===== src/rtl/wsm_pkg.sv =====
// wsm_pkg: field widths, register indexes and the command/status types
// shared by the weighted stripe mapper controller, datapath and top level
// no dependencies
`default_nettype none

package wsm_pkg;

  localparam int OFS_W      = 48;
  localparam int LEN_W      = 48;
  localparam int BS_W       = 32;
  localparam int SC_W       = 4;
  localparam int WT_W       = 64;
  localparam int WGT_W      = 8;
  localparam int NUM_SLOTS  = 8;
  localparam int SUM_W      = 11;
  localparam int IDX_W      = 3;
  localparam int CFG_IDX_W  = 2;
  localparam int CFG_DATA_W = 64;

  localparam logic [CFG_IDX_W-1:0] CFG_BLK_BYTES    = 2'd0;
  localparam logic [CFG_IDX_W-1:0] CFG_SERVER_COUNT = 2'd1;
  localparam logic [CFG_IDX_W-1:0] CFG_WEIGHT_TABLE = 2'd2;

  localparam logic [BS_W-1:0] BLK_BYTES_RST    = 32'd65536;
  localparam logic [SC_W-1:0] SERVER_COUNT_RST = 4'd8;

  typedef struct packed {
    logic load;
    logic div_step;
    logic walk_step;
    logic mul_w;
    logic mul_lo;
    logic mul_hi;
    logic out_load;
  } wsm_cmd_t;

  typedef struct packed {
    logic skip;
    logic found;
  } wsm_sts_t;

endpackage

`default_nettype wire


===== src/rtl/weighted_stripe_mapper.sv =====
// Weighted stripe mapper. One beat in gives a byte offset and the bytes
// still to place; one beat out gives the server, chunk length (cut at the
// end of the block), offset on that server and global block number. An item
// is taken only while the block is idle. A shared shift-subtract loop makes
// one bit of offset over the block size and of block/weight_sum each cycle
// over the low W bits of offset (W the lesser of OFFSET_BITS and 48), then
// the weight walk visits one server per cycle and a split multiplier forms
// the server offset from a weight product and two half products. A zero
// length, weight sum or block size skips from the division to the result.
// The result sits in an output register, so the next beat is taken while
// it waits. Depends on wsm_pkg, wsm_ctrl and wsm_dp.
`default_nettype none

module weighted_stripe_mapper
  import wsm_pkg::*;
#(
  parameter int MAX_SERVERS = 8,
  parameter int OFFSET_BITS = 48
) (
  input  wire logic                  clk,
  input  wire logic                  rst_n,
  input  wire logic                  cfg_we,
  input  wire logic [CFG_IDX_W-1:0]  cfg_index,
  input  wire logic [CFG_DATA_W-1:0] cfg_data,
  input  wire logic                  in_valid,
  output logic                       in_ready,
  input  wire logic [OFS_W-1:0]      in_byte_offset,
  input  wire logic [LEN_W-1:0]      in_remaining_length,
  output logic                       out_valid,
  input  wire logic                  out_ready,
  output logic                       out_chunk_valid,
  output logic                       out_weight_error,
  output logic [IDX_W-1:0]           out_server_index,
  output logic [BS_W-1:0]            out_chunk_length,
  output logic [OFS_W-1:0]           out_server_offset,
  output logic [OFS_W-1:0]           out_block_number
);

  localparam int OW = (OFFSET_BITS < OFS_W) ? OFFSET_BITS : OFS_W;

  wsm_cmd_t cmd;
  wsm_sts_t sts;

  wsm_ctrl #(
    .DIV_STEPS (OW)
  ) u_ctrl (
    .clk       (clk),
    .rst_n     (rst_n),
    .in_valid  (in_valid),
    .in_ready  (in_ready),
    .out_valid (out_valid),
    .out_ready (out_ready),
    .cmd       (cmd),
    .sts       (sts)
  );

  wsm_dp #(
    .MAX_SERVERS (MAX_SERVERS),
    .OW          (OW)
  ) u_dp (
    .clk                 (clk),
    .rst_n               (rst_n),
    .cfg_we              (cfg_we),
    .cfg_index           (cfg_index),
    .cfg_data            (cfg_data),
    .in_byte_offset      (in_byte_offset),
    .in_remaining_length (in_remaining_length),
    .cmd                 (cmd),
    .sts                 (sts),
    .out_chunk_valid     (out_chunk_valid),
    .out_weight_error    (out_weight_error),
    .out_server_index    (out_server_index),
    .out_chunk_length    (out_chunk_length),
    .out_server_offset   (out_server_offset),
    .out_block_number    (out_block_number)
  );

endmodule

`default_nettype wire


===== src/rtl/wsm_ctrl.sv =====
// wsm_ctrl: sequencer for the weighted stripe mapper
// drives datapath commands from datapath status; uses wsm_pkg
`default_nettype none

module wsm_ctrl
  import wsm_pkg::*;
#(
  parameter int DIV_STEPS = 48
) (
  input  wire logic     clk,
  input  wire logic     rst_n,
  input  wire logic     in_valid,
  output logic          in_ready,
  output logic          out_valid,
  input  wire logic     out_ready,
  output wsm_cmd_t      cmd,
  input  wire wsm_sts_t sts
);

  localparam int CNT_W = $clog2(DIV_STEPS);

  localparam logic [2:0] S_IDLE  = 3'd0;
  localparam logic [2:0] S_DIV   = 3'd1;
  localparam logic [2:0] S_WALK  = 3'd2;
  localparam logic [2:0] S_MULW  = 3'd3;
  localparam logic [2:0] S_MULLO = 3'd4;
  localparam logic [2:0] S_MULHI = 3'd5;
  localparam logic [2:0] S_FIN   = 3'd6;

  logic [2:0]       state_r, state_nxt;
  logic [CNT_W-1:0] cnt_r, cnt_nxt;
  logic             out_valid_r, out_valid_nxt;
  logic             out_free;

  assign in_ready  = (state_r == S_IDLE);
  assign out_valid = out_valid_r;
  assign out_free  = !out_valid_r || out_ready;

  always_comb begin
    state_nxt = state_r;
    cnt_nxt   = cnt_r;
    cmd       = '0;
    unique case (state_r)
      S_IDLE: begin
        cnt_nxt = '0;
        if (in_valid) begin
          cmd.load  = 1'b1;
          state_nxt = S_DIV;
        end
      end
      S_DIV: begin
        if (sts.skip) begin
          state_nxt = S_FIN;
        end else begin
          cmd.div_step = 1'b1;
          cnt_nxt      = cnt_r + 1'b1;
          if (cnt_r == CNT_W'(DIV_STEPS - 1)) begin
            state_nxt = S_WALK;
          end
        end
      end
      S_WALK: begin
        if (sts.found) begin
          state_nxt = S_MULW;
        end else begin
          cmd.walk_step = 1'b1;
        end
      end
      S_MULW: begin
        cmd.mul_w = 1'b1;
        state_nxt = S_MULLO;
      end
      S_MULLO: begin
        cmd.mul_lo = 1'b1;
        state_nxt  = S_MULHI;
      end
      S_MULHI: begin
        cmd.mul_hi = 1'b1;
        state_nxt  = S_FIN;
      end
      S_FIN: begin
        if (out_free) begin
          cmd.out_load = 1'b1;
          state_nxt    = S_IDLE;
        end
      end
      default: begin
        state_nxt = S_IDLE;
      end
    endcase
  end

  always_comb begin
    if (cmd.out_load) begin
      out_valid_nxt = 1'b1;
    end else if (out_ready) begin
      out_valid_nxt = 1'b0;
    end else begin
      out_valid_nxt = out_valid_r;
    end
  end

  always_ff @(posedge clk) begin
    if (!rst_n) begin
      state_r     <= S_IDLE;
      cnt_r       <= '0;
      out_valid_r <= 1'b0;
    end else begin
      state_r     <= state_nxt;
      cnt_r       <= cnt_nxt;
      out_valid_r <= out_valid_nxt;
    end
  end

`ifndef SYNTHESIS
  a_no_overwrite: assert property (@(posedge clk) disable iff (!rst_n)
    cmd.out_load |-> (!out_valid_r || out_ready))
    else $error("result register overwritten while a beat is pending");

  a_cmd_onehot: assert property (@(posedge clk) disable iff (!rst_n)
    $onehot0({cmd.load, cmd.div_step, cmd.walk_step, cmd.mul_w, cmd.mul_lo,
              cmd.mul_hi, cmd.out_load}))
    else $error("more than one datapath command at once");

  a_load_to_div: assert property (@(posedge clk) disable iff (!rst_n)
    cmd.load |=> (state_r == S_DIV))
    else $error("accepted beat did not start the division");

  a_skip_to_fin: assert property (@(posedge clk) disable iff (!rst_n)
    (state_r == S_DIV && sts.skip) |=> (state_r == S_FIN && !cmd.div_step))
    else $error("empty item did not go straight to the result");
`endif

endmodule

`default_nettype wire


===== src/rtl/wsm_dp.sv =====
// wsm_dp: datapath of the weighted stripe mapper: config registers, chained
// bit-serial dividers, weight walk, split multiplier and result register; uses wsm_pkg
`default_nettype none

module wsm_dp
  import wsm_pkg::*;
#(
  parameter int MAX_SERVERS = 8,
  parameter int OW          = 48
) (
  input  wire logic                  clk,
  input  wire logic                  rst_n,
  input  wire logic                  cfg_we,
  input  wire logic [CFG_IDX_W-1:0]  cfg_index,
  input  wire logic [CFG_DATA_W-1:0] cfg_data,
  input  wire logic [OFS_W-1:0]      in_byte_offset,
  input  wire logic [LEN_W-1:0]      in_remaining_length,
  input  wire wsm_cmd_t              cmd,
  output wsm_sts_t                   sts,
  output logic                       out_chunk_valid,
  output logic                       out_weight_error,
  output logic [IDX_W-1:0]           out_server_index,
  output logic [BS_W-1:0]            out_chunk_length,
  output logic [OFS_W-1:0]           out_server_offset,
  output logic [OFS_W-1:0]           out_block_number
);

  localparam int HALF = (OW + 1) / 2;
  localparam int HW   = OW - HALF;

  logic [BS_W-1:0]  blk_bytes_r;
  logic [SC_W-1:0]  server_count_r;
  logic [WT_W-1:0]  weight_table_r;

  logic [SC_W-1:0]  active_c;
  logic [SUM_W-1:0] sum_c;
  logic [SUM_W-1:0] sum_r;
  logic [LEN_W-1:0] length_r;

  logic [OW-1:0]    quo1_r;
  logic [BS_W-1:0]  rem1_r;
  logic [OW-1:0]    round_r;
  logic [SUM_W-1:0] rem2_r;
  logic [IDX_W-1:0] idx_r;
  logic [OW-1:0]    t1_r;
  logic [OW-1:0]    acc_r;

  logic [BS_W:0]      trial1;
  logic               ge1;
  logic [BS_W:0]      diff1;
  logic [SUM_W:0]     trial2;
  logic               ge2;
  logic [SUM_W:0]     diff2;
  logic [WGT_W-1:0]   wt_sel;
  logic [OW+WGT_W-1:0] prod_w;
  logic [HALF+BS_W-1:0] prod_lo;
  logic [HW+BS_W-1:0]   prod_hi;
  logic [BS_W-1:0]    room;
  logic [BS_W-1:0]    len_c;
  logic [OW-1:0]      pos_c;

  // config registers
  always_ff @(posedge clk) begin
    if (!rst_n) begin
      blk_bytes_r    <= BLK_BYTES_RST;
      server_count_r <= SERVER_COUNT_RST;
      weight_table_r <= '0;
    end else if (cfg_we) begin
      unique case (cfg_index)
        CFG_BLK_BYTES:    blk_bytes_r    <= cfg_data[BS_W-1:0];
        CFG_SERVER_COUNT: server_count_r <= cfg_data[SC_W-1:0];
        CFG_WEIGHT_TABLE: weight_table_r <= cfg_data[WT_W-1:0];
        default: begin
        end
      endcase
    end
  end

  // sum of active weights
  assign active_c = (server_count_r > SC_W'(MAX_SERVERS)) ? SC_W'(MAX_SERVERS)
                                                          : server_count_r;

  always_comb begin
    sum_c = '0;
    for (int i = 0; i < NUM_SLOTS; i++) begin
      if (SC_W'(i) < active_c) begin
        sum_c = sum_c + SUM_W'(weight_table_r[i*WGT_W +: WGT_W]);
      end
    end
  end

  // offset / block bytes feeding block / sum one quotient bit per cycle
  assign trial1 = {rem1_r, quo1_r[OW-1]};
  assign ge1    = (trial1 >= {1'b0, blk_bytes_r});
  assign diff1  = trial1 - {1'b0, blk_bytes_r};
  assign trial2 = {rem2_r, ge1};
  assign ge2    = (trial2 >= {1'b0, sum_r});
  assign diff2  = trial2 - {1'b0, sum_r};

  assign wt_sel = weight_table_r[{idx_r, 3'b000} +: WGT_W];

  assign prod_w  = round_r * wt_sel;
  assign prod_lo = t1_r[HALF-1:0] * blk_bytes_r;
  assign prod_hi = t1_r[OW-1:HALF] * blk_bytes_r;

  assign sts.skip  = (length_r == '0) || (sum_r == '0) || (blk_bytes_r == '0);
  assign sts.found = (rem2_r < SUM_W'(wt_sel));

  always_ff @(posedge clk) begin
    if (cmd.load) begin
      sum_r    <= sum_c;
      length_r <= in_remaining_length;
      quo1_r   <= in_byte_offset[OW-1:0];
      rem1_r   <= '0;
      round_r  <= '0;
      rem2_r   <= '0;
      idx_r    <= '0;
    end
    if (cmd.div_step) begin
      quo1_r  <= {quo1_r[OW-2:0], ge1};
      rem1_r  <= ge1 ? diff1[BS_W-1:0] : trial1[BS_W-1:0];
      round_r <= {round_r[OW-2:0], ge2};
      rem2_r  <= ge2 ? diff2[SUM_W-1:0] : trial2[SUM_W-1:0];
    end
    if (cmd.walk_step) begin
      rem2_r <= rem2_r - SUM_W'(wt_sel);
      idx_r  <= idx_r + 1'b1;
    end
    if (cmd.mul_w) begin
      t1_r <= prod_w[OW-1:0] + OW'(rem2_r);
    end
    if (cmd.mul_lo) begin
      acc_r <= prod_lo[OW-1:0];
    end
    if (cmd.mul_hi) begin
      acc_r <= acc_r + {prod_hi[HW-1:0], {HALF{1'b0}}};
    end
  end

  // chunk length and final position
  assign room  = blk_bytes_r - rem1_r;
  assign len_c = (length_r < LEN_W'(room)) ? length_r[BS_W-1:0] : room;
  assign pos_c = acc_r + OW'(rem1_r);

  always_ff @(posedge clk) begin
    if (cmd.out_load) begin
      out_weight_error <= (sum_r == '0);
      if (sts.skip) begin
        out_chunk_valid   <= 1'b0;
        out_server_index  <= '0;
        out_chunk_length  <= '0;
        out_server_offset <= '0;
        out_block_number  <= '0;
      end else begin
        out_chunk_valid   <= 1'b1;
        out_server_index  <= idx_r;
        out_chunk_length  <= len_c;
        out_server_offset <= OFS_W'(pos_c);
        out_block_number  <= OFS_W'(quo1_r);
      end
    end
  end

endmodule

`default_nettype wire


===== config.mk =====
export PLATFORM = sky130hd
export DESIGN_NAME = weighted_stripe_mapper
export DESIGN_NICKNAME = d
export VERILOG_FILES = /design/src/rtl/wsm_pkg.sv /design/src/rtl/weighted_stripe_mapper.sv /design/src/rtl/wsm_ctrl.sv /design/src/rtl/wsm_dp.sv
export SDC_FILE = /design/constraint.sdc
export NUM_CORES = 2
export LEC_CHECK = 0
export BUFFER_PORTS_ARGS = -buffer_cell sky130_fd_sc_hd__buf_2
export CAP_MARGIN = 10
export CORE_MARGIN = 2
export CORE_UTILIZATION = 65
export CTS_CLUSTER_DIAMETER = 30
export DETAILED_ROUTE_END_ITERATION = 8
export PLACE_DENSITY = 0.94
export RECOVER_POWER = 25
export SLEW_MARGIN = 20
export SYNTH_ARGS = -nofsm -noshare
export SYNTH_HDL_FRONTEND = slang
export SYNTH_SLANG_ARGS = --single-unit

===== constraint.sdc =====
create_clock -name clk -period 10.4 [get_ports clk]
set_input_delay 2.08 -clock clk [delete_from_list [all_inputs] [get_ports clk]]
set_output_delay 2.08 -clock clk [all_outputs]
set_load 0.02 [all_outputs]

## After elaboration in Yosys (flattened, before gate mapping)

Index checks and enable logic that the tools add are counted.

- Add/subtract/negate cells: 16
- $mul: 3
- Order comparisons: 13
- Equal/unequal tests: 14
- Shift operators: 1
- Muxes and demuxes: 46
- Reduce and logical (&&, ||, !) cells: 20

Operators by type and width:

| kind | number |
|---|---|
| 48-bit two-way mux | 6 |
| 32-bit two-way mux | 4 |
| 11-bit two-way mux | 11 |
| 11-bit by 8-bit adder with 11-bit output | 6 |
| 64-bit by 7-bit variable part select with 8-bit output | 1 |
| 32-bit subtractor | 2 |
| 48-bit by 11-bit adder with 48-bit output | 1 |
| 48-bit by 32-bit adder with 48-bit output | 1 |
| 48-bit adder | 1 |
| 48-bit zero test | 1 |
| 48-bit by 32-bit less-than comparator with 1-bit output | 1 |
| 24-bit by 32-bit multiplier with 48-bit output | 1 |
| 48-bit by 8-bit multiplier with 48-bit output | 1 |
| 33-bit by 32-bit greater-or-equal comparator with 1-bit output | 1 |
| 32-bit zero test | 1 |
| 24-bit by 32-bit multiplier with 24-bit output | 1 |
| 3-bit two-way mux | 7 |
| 3-bit case mux with 7 select lines | 1 |
| 3-bit by 4-bit less-than comparator with 1-bit output, first input constant | 4 |
| 1-bit two-way mux | 13 |
| 12-bit by 11-bit greater-or-equal comparator with 1-bit output | 1 |
| 6-bit case mux with 2 select lines | 1 |
| 11-bit zero test | 1 |
| 11-bit by 8-bit less-than comparator with 1-bit output | 1 |
| 28 further kinds | 44 |

- Flip-flop bits (word level): 540
- Input port bits: 167
- Output and inout bits: 135
- Logic and storage cells: 134

## Longest topological paths before layout

- Word-level depth: 18
- Depth in mapped cells: 49
- Gate-level depth less buffers: 47

## Cells and area by module

A second synthesis with hierarchy kept.

- Cells, all modules: 8003
- Area, all modules: 74690.4 µm²

Modules (own cells, without submodules):

| module | instances | cells each | area an instance (µm²) | seq. area each (µm²) |
|---|---|---|---|---|
| wsm_dp | 1 | 7933 | 74101.1 | 14914.3 |
| wsm_ctrl | 1 | 70 | 589.3 | 200.2 |

## Least setup slack after synthesis

OpenSTA, ideal clock, no wires.

- Kind: input -> register
- From: input port out_ready
- To: register u_dp.out_block_number[0], enable pin
- Library setup time: 0.627 ns
- Data arrival time: 7.812 ns
- Data required time: 9.773 ns
- Slack: 1.961 ns
- Stages on the path: 3
- Path buffers: 0
- Cells stage by stage: nand2b_1 -> nand2_1 -> nor2_1

RTL lines:

| item | RTL line | source |
|---|---|---|
| start, declared | weighted_stripe_mapper.sv:30 | `input wire logic out_ready,` |
| end signal, assigned | wsm_dp.sv:159 | `out_block_number <= OFS_W'(quo1_r);` |
| end, declared | wsm_dp.sv:25 | `output logic [OFS_W-1:0] out_block_number` |

## Worst setup path in the final report

- From: register u_dp.server_count_r[1]
- To: register u_dp.sum_r[10], data pin

- Cells in the longest elaborated chain, start to end: 18
- Elaborated cells between the ends (all ways): 25
- Classes of those cells: add/sub (7); order compare (9); mux (9)

Ends and longest elaborated chain:

| item | RTL line | source |
|---|---|---|
| start, declared | wsm_dp.sv:32 | `logic [SC_W-1:0] server_count_r;` |
| start signal, assigned | wsm_dp.sv:71 | `CFG_SERVER_COUNT: server_count_r <= cfg_data[SC_W-1:0];` |
| 4-bit greater-than comparator | wsm_dp.sv:80 | `assign active_c = (server_count_r > SC_W'(MAX_SERVERS)) ? SC_W'(MAX_SERVERS)` |
| 4-bit two-way mux (*) | wsm_dp.sv:80 |  |
| 1-bit by 4-bit less-than comparator with 1-bit output | wsm_dp.sv:86 | `if (SC_W'(i) < active_c) begin` |
| 8-bit two-way mux | wsm_dp.sv:86 |  |
| 8-bit by 8-bit adder with 9-bit output | wsm_dp.sv:87 | `sum_c = sum_c + SUM_W'(weight_table_r[i*WGT_W +: WGT_W]);` |
| 11-bit two-way mux | wsm_dp.sv:86 |  |
| 11-bit by 8-bit adder with 11-bit output | wsm_dp.sv:87 |  |
| 11-bit two-way mux | wsm_dp.sv:86 |  |
| [3 not listed] | n/a |  |
| 11-bit two-way mux | wsm_dp.sv:86 |  |
| 11-bit by 8-bit adder with 11-bit output | wsm_dp.sv:87 |  |
| 11-bit two-way mux | wsm_dp.sv:86 |  |
| 11-bit by 8-bit adder with 11-bit output | wsm_dp.sv:87 |  |
| 11-bit two-way mux | wsm_dp.sv:86 |  |
| 11-bit by 8-bit adder with 11-bit output | wsm_dp.sv:87 |  |
| 11-bit two-way mux (*) | wsm_dp.sv:86 |  |
| via u_dp.sum_c[10] | wsm_dp.sv:36 | `logic [SUM_W-1:0] sum_c;` |
| end signal, assigned | wsm_dp.sv:111 | `sum_r <= sum_c;` |
| end, declared | wsm_dp.sv:37 | `logic [SUM_W-1:0] sum_r;` |

Mark *: on every way through the listed nets, which the timed path passes. The rest lies on a longest branch.
A chain may end at the register's enable or synchronous reset.

==> results.md <==
- Status: complete, but fails checks
- Failing checks: max-capacitance violations, max-slew violations
- Worst path most repeated cell: ha_1
- Initial Util: between 60 and 70%
- Largest net degree at the start of global routing: 97
- Crit path DAT: between 10000 and 15000 ps
- Fillers: 7179
- Worst Setup Path Type: flop to flop
- Reg-to-Reg Start: u_dp.server_count_r[1]
- NetSw: between 7 and 8 mW
- Residual DRC: 0
- Sw frac: 44.99%
- Synthesized flop and latch total: 540
- Sequential element share of the synthesized area: around 20%
- Worst-skew pair later-pin latency: around 800 ps
- Vias in the first global route: 65930
- Worst vdd ir: 0.1951 mV
- Final Cycle Share: 94.05%
- Mapped Cells: approximately 8000
- Vias: around 61000
- Leakage: between 30 and 40 nW
- Hold Startpoint: u_dp.quo1_r[26]
- Most frequent cells in the layout: nand2_1, inv_1, fa_1
- GPL Wtd Cong: 0.9834
- Yosys warns: 0
- CP Max Fanout: 13
- Cell internal pwr: 8.574 mW
- Final Routed Wirelength: roughly 230 mm
- Final HPWL DP: between 150 and 200 mm
- Worst path top cell family by delay: compound AO/OA/AOI/OAI gates
- Maximum operating frequency: ~100 MHz
- Setup TNS: 0 ps
- Core area: 112800 um2
- Clock transition at path regs: 60 ps
- Capturing point of the worst reg2reg path: u_dp.sum_r[10]
- Mapped Area: between 70000 and 80000 um2
- Routed Antenna Nets: 0
- Clock Power Share: between 20% and 30%
- Root buffer cell: clkbuf_16
- Comb power frac: 51.8%
- RSZ-0062 raised after global routing: false
- Hold Path Sink: u_dp.quo1_r[27]
- IO Pins: slightly above 300
- Max-Cap Viols: 7
- CTS tree: yes
- Die width: 341.7 um
- DRT iter0 DRCs: between 7000 and 8000
- Grt ovf: 0
- Area Overhead vs Synth: 9.453%
- Flop-to-flop setup slack: 620 ps
- Share of layout cells above drive strength 1: under 10%
- Startpoint Class: flop
- Post-synth ARST share: 0%
- Critical Path Sink Type: flop
- Worst hold path depth: 2
- Die area: ~120000 um2
- Syn Nets: approximately 10000
- Final nets: 9987
- Synth cell types: 97
- Worst path slowest cell: dfxtp_1
- Post-layout min period: around 9800 ps
- Post-synth EDFFs: between 400 and 500
- Power density over cell area: about 190 nW/um2
- Commonest non-fill, non-tap cell in the layout: nand2_1
- Die height: 341.7 um
- Endpoints failing setup: 0
- Worst relative slew slack: -155.6%
- Hold Fails Final Rpt: 0
- First-pass GRT wire length: between 300 and 400 mm
- Via density: around 6.3
- GRT Total Usage: around 39%
- Hold crit path type: flop to flop
- Worst hold slack: between 400 and 500 ps
- Crit path required time: ~11000 ps
- PostCTS Resize Cnt: 0
- Buf/Inv on CP: 3
- Initial DRT Pass Iterations: 7
- Cts bufs inserted: about 110
- Clock Skews: about 100 ps
- IO buf count: about 300
- Syn Area/Cell: between 9 and 10 um2
- Slowest stage delay, CP: roughly 600 ps
- Clock tree buffer depth: 3
- Clock Sinks: 540
- Cts hold-fix bufs: 0
- Register share of total power: 23.5%
- Initial antenna violation count: 27
- Top FF cell, synth: edfxtp_1
- Slew @ Worst Pin: ~3800 ps
- Postcts setup bufs: 0
- Avg WL per Cell: around 23 um
- H-tree depth: 3
- Max-slew violation count: roughly 300
- Worst reg-to-reg path cell count: 43
- Num rows: approximately 120
## metrics by stage
| step | cells | util (%) | worst slack, ps | power (mW) | instance area, um2 |
|---|---|---|---|---|---|
| after floorplan | 8011 | - | 1961 | 8.949 | 74110 |
| after detailed placement | 9540 | 68.22 | 922.1 | 11.25 | 76960 |
| final | 9786 | 71.91 | 618.7 | 15.59 | 81110 |
| after global routing | 9777 | 71.89 | 3.194 | 16.37 | 81090 |
| after global placement | 9540 | 68.22 | 1131 | 10.81 | 76960 |
| after CTS | 9757 | 71.84 | 857.2 | 15.24 | 81040 |
## cells by family (layout without fill, tap and decap cells)
logic type | after synthesis | count (layout) | share of synthesized area [%]
DFF | 540 | 540 | 20.40
adders and majority gates | 1661 | 1661 | 39.39
xor gates and xnor gates | 306 | 306 | 3.662
AOI/OAI and AO/OA | 1043 | 1043 | 9.472
other | 0 | 26 | 0
buffers and inverters | 1706 | 1955 | 8.705
muxes | 59 | 59 | 1.099
and+or+nand+nor | 2696 | 2696 | 17.28
## cell usage after synthesis (all sizes together), types with 7 or more instances
cell / number / area (um2)
fa: 1120 / 22420
nand2b: 53 / 331.6
and4: 8 / 70.07
and3: 25 / 156.4
a31oi: 15 / 100.1
xnor2: 216 / 1926
or2: 15 / 93.84
a2111oi: 11 / 103.9
o21bai: 31 / 232.7
o22ai: 15 / 93.84
ha: 541 / 6769
o21ai: 189 / 972.2
o21a: 81 / 608.1
a211oi: 41 / 322.8
nand3: 60 / 300.3
mux2: 19 / 214.0
a21boi: 117 / 878.3
nor4: 32 / 200.2
nand4: 34 / 212.7
xor2: 90 / 788.3
o211ai: 15 / 117.6
and2: 569 / 3560
a21o: 154 / 1156
or3: 25 / 156.4
o31a: 12 / 105.1
a221oi: 7 / 67.56
a31o: 13 / 113.9
nor2b: 181 / 1140
nor2: 279 / 1050
mux2i: 24 / 240.2
nand2: 1325 / 4974
inv: 1323 / 4966
clkbuf: 341 / 1280
nand3b: 12 / 90.09
dfxtp: 110 / 2202
buf: 41 / 201.5
nor3: 54 / 270.3
nor3b: 8 / 60.06
mux4: 16 / 360.4
o31ai: 31 / 274.0
edfxtp: 430 / 12910
a21oi: 247 / 1251
## registers in the layout (all words and copies together) (netlist names)
signal	count
u_dp.t1_r	48
u_dp.out_server_offset	48
u_dp.weight_table_r	64
u_dp.sum_r	11
u_dp.rem1_r	32
u_dp.out_chunk_length	32
u_dp.server_count_r	4
u_dp.quo1_r	48
u_dp.blk_bytes_r	32
u_ctrl.out_valid	1
u_ctrl.cnt_r	6
u_dp.out_block_number	48
u_dp.rem2_r	11
u_dp.out_weight_error	1
u_dp.out_server_index	3
u_dp.round_r	48
u_dp.idx_r	3
u_dp.out_chunk_valid	1
u_dp.acc_r	48
u_dp.length_r	48
u_ctrl.state_r	3
## cell type report
type / instances / area, um2 / area share, %
clock buffer: 120 / 2948 / 3.634
multi-input combinational: 5765 / 52640 / 64.90
antenna: 26 / 65.06 / 0.08021
inverter: 1324 / 4970 / 6.127
tap: 1500 / 1877 / 2.314
timing repair buffer: 414 / 2352 / 2.900
sequential: 540 / 15130 / 18.65
clock inverter: 97 / 1134 / 1.398
## worst register-to-register path: cells and delay by family, from the launching register on
family                     cells  cell delay (ps)
xor gates and xnor gates       1              150
muxes                          2              400
adders and majority gates      8             2690
AOI/OAI and AO/OA             21             4010
buffers and inverters          3              250
and+or+nand+nor                8             1450
DFF                            1              600
## metal layers
| metal | wire [um] | vias to the layer above | track usage [%] |
|---|---|---|---|
| li1 | - | 25680 | - |
| met4 | 16320 | 10 | 24.47 |
| met5 | 66 | - | 0.04085 |
| met1 | 75680 | 29690 | 46.45 |
| met3 | 31500 | 1325 | 13.98 |
| met2 | 103900 | 4683 | 61.96 |
## worst max path at each step
stage | start | endpoint | slack, ps | depth (start not counted)
floorplan | out_ready | u_dp.out_block_number[0] | 1960 | 3
global placement | u_dp.server_count_r[1] | u_dp.sum_r[10] | 1130 | 43
detailed placement | u_dp.server_count_r[1] | u_dp.sum_r[10] | 920 | 42
CTS | u_dp.server_count_r[1] | u_dp.sum_r[10] | 860 | 43
global route | u_dp.server_count_r[1] | u_dp.sum_r[10] | 3 | 43
finish | u_dp.server_count_r[1] | u_dp.sum_r[10] | 620 | 43
## power by group through the flow
stage / Clock, mW / Combinational [mW] / Sequential, mW
floorplan: 0 / 5.62 / 3.33
global placement: 0 / 7.20 / 3.62
detailed placement: 0 / 7.61 / 3.64
CTS: 3.84 / 7.78 / 3.61
global route: 3.95 / 8.74 / 3.68
finish: 3.84 / 8.07 / 3.67
No activity file was read; power rests on OpenSTA's default activity.
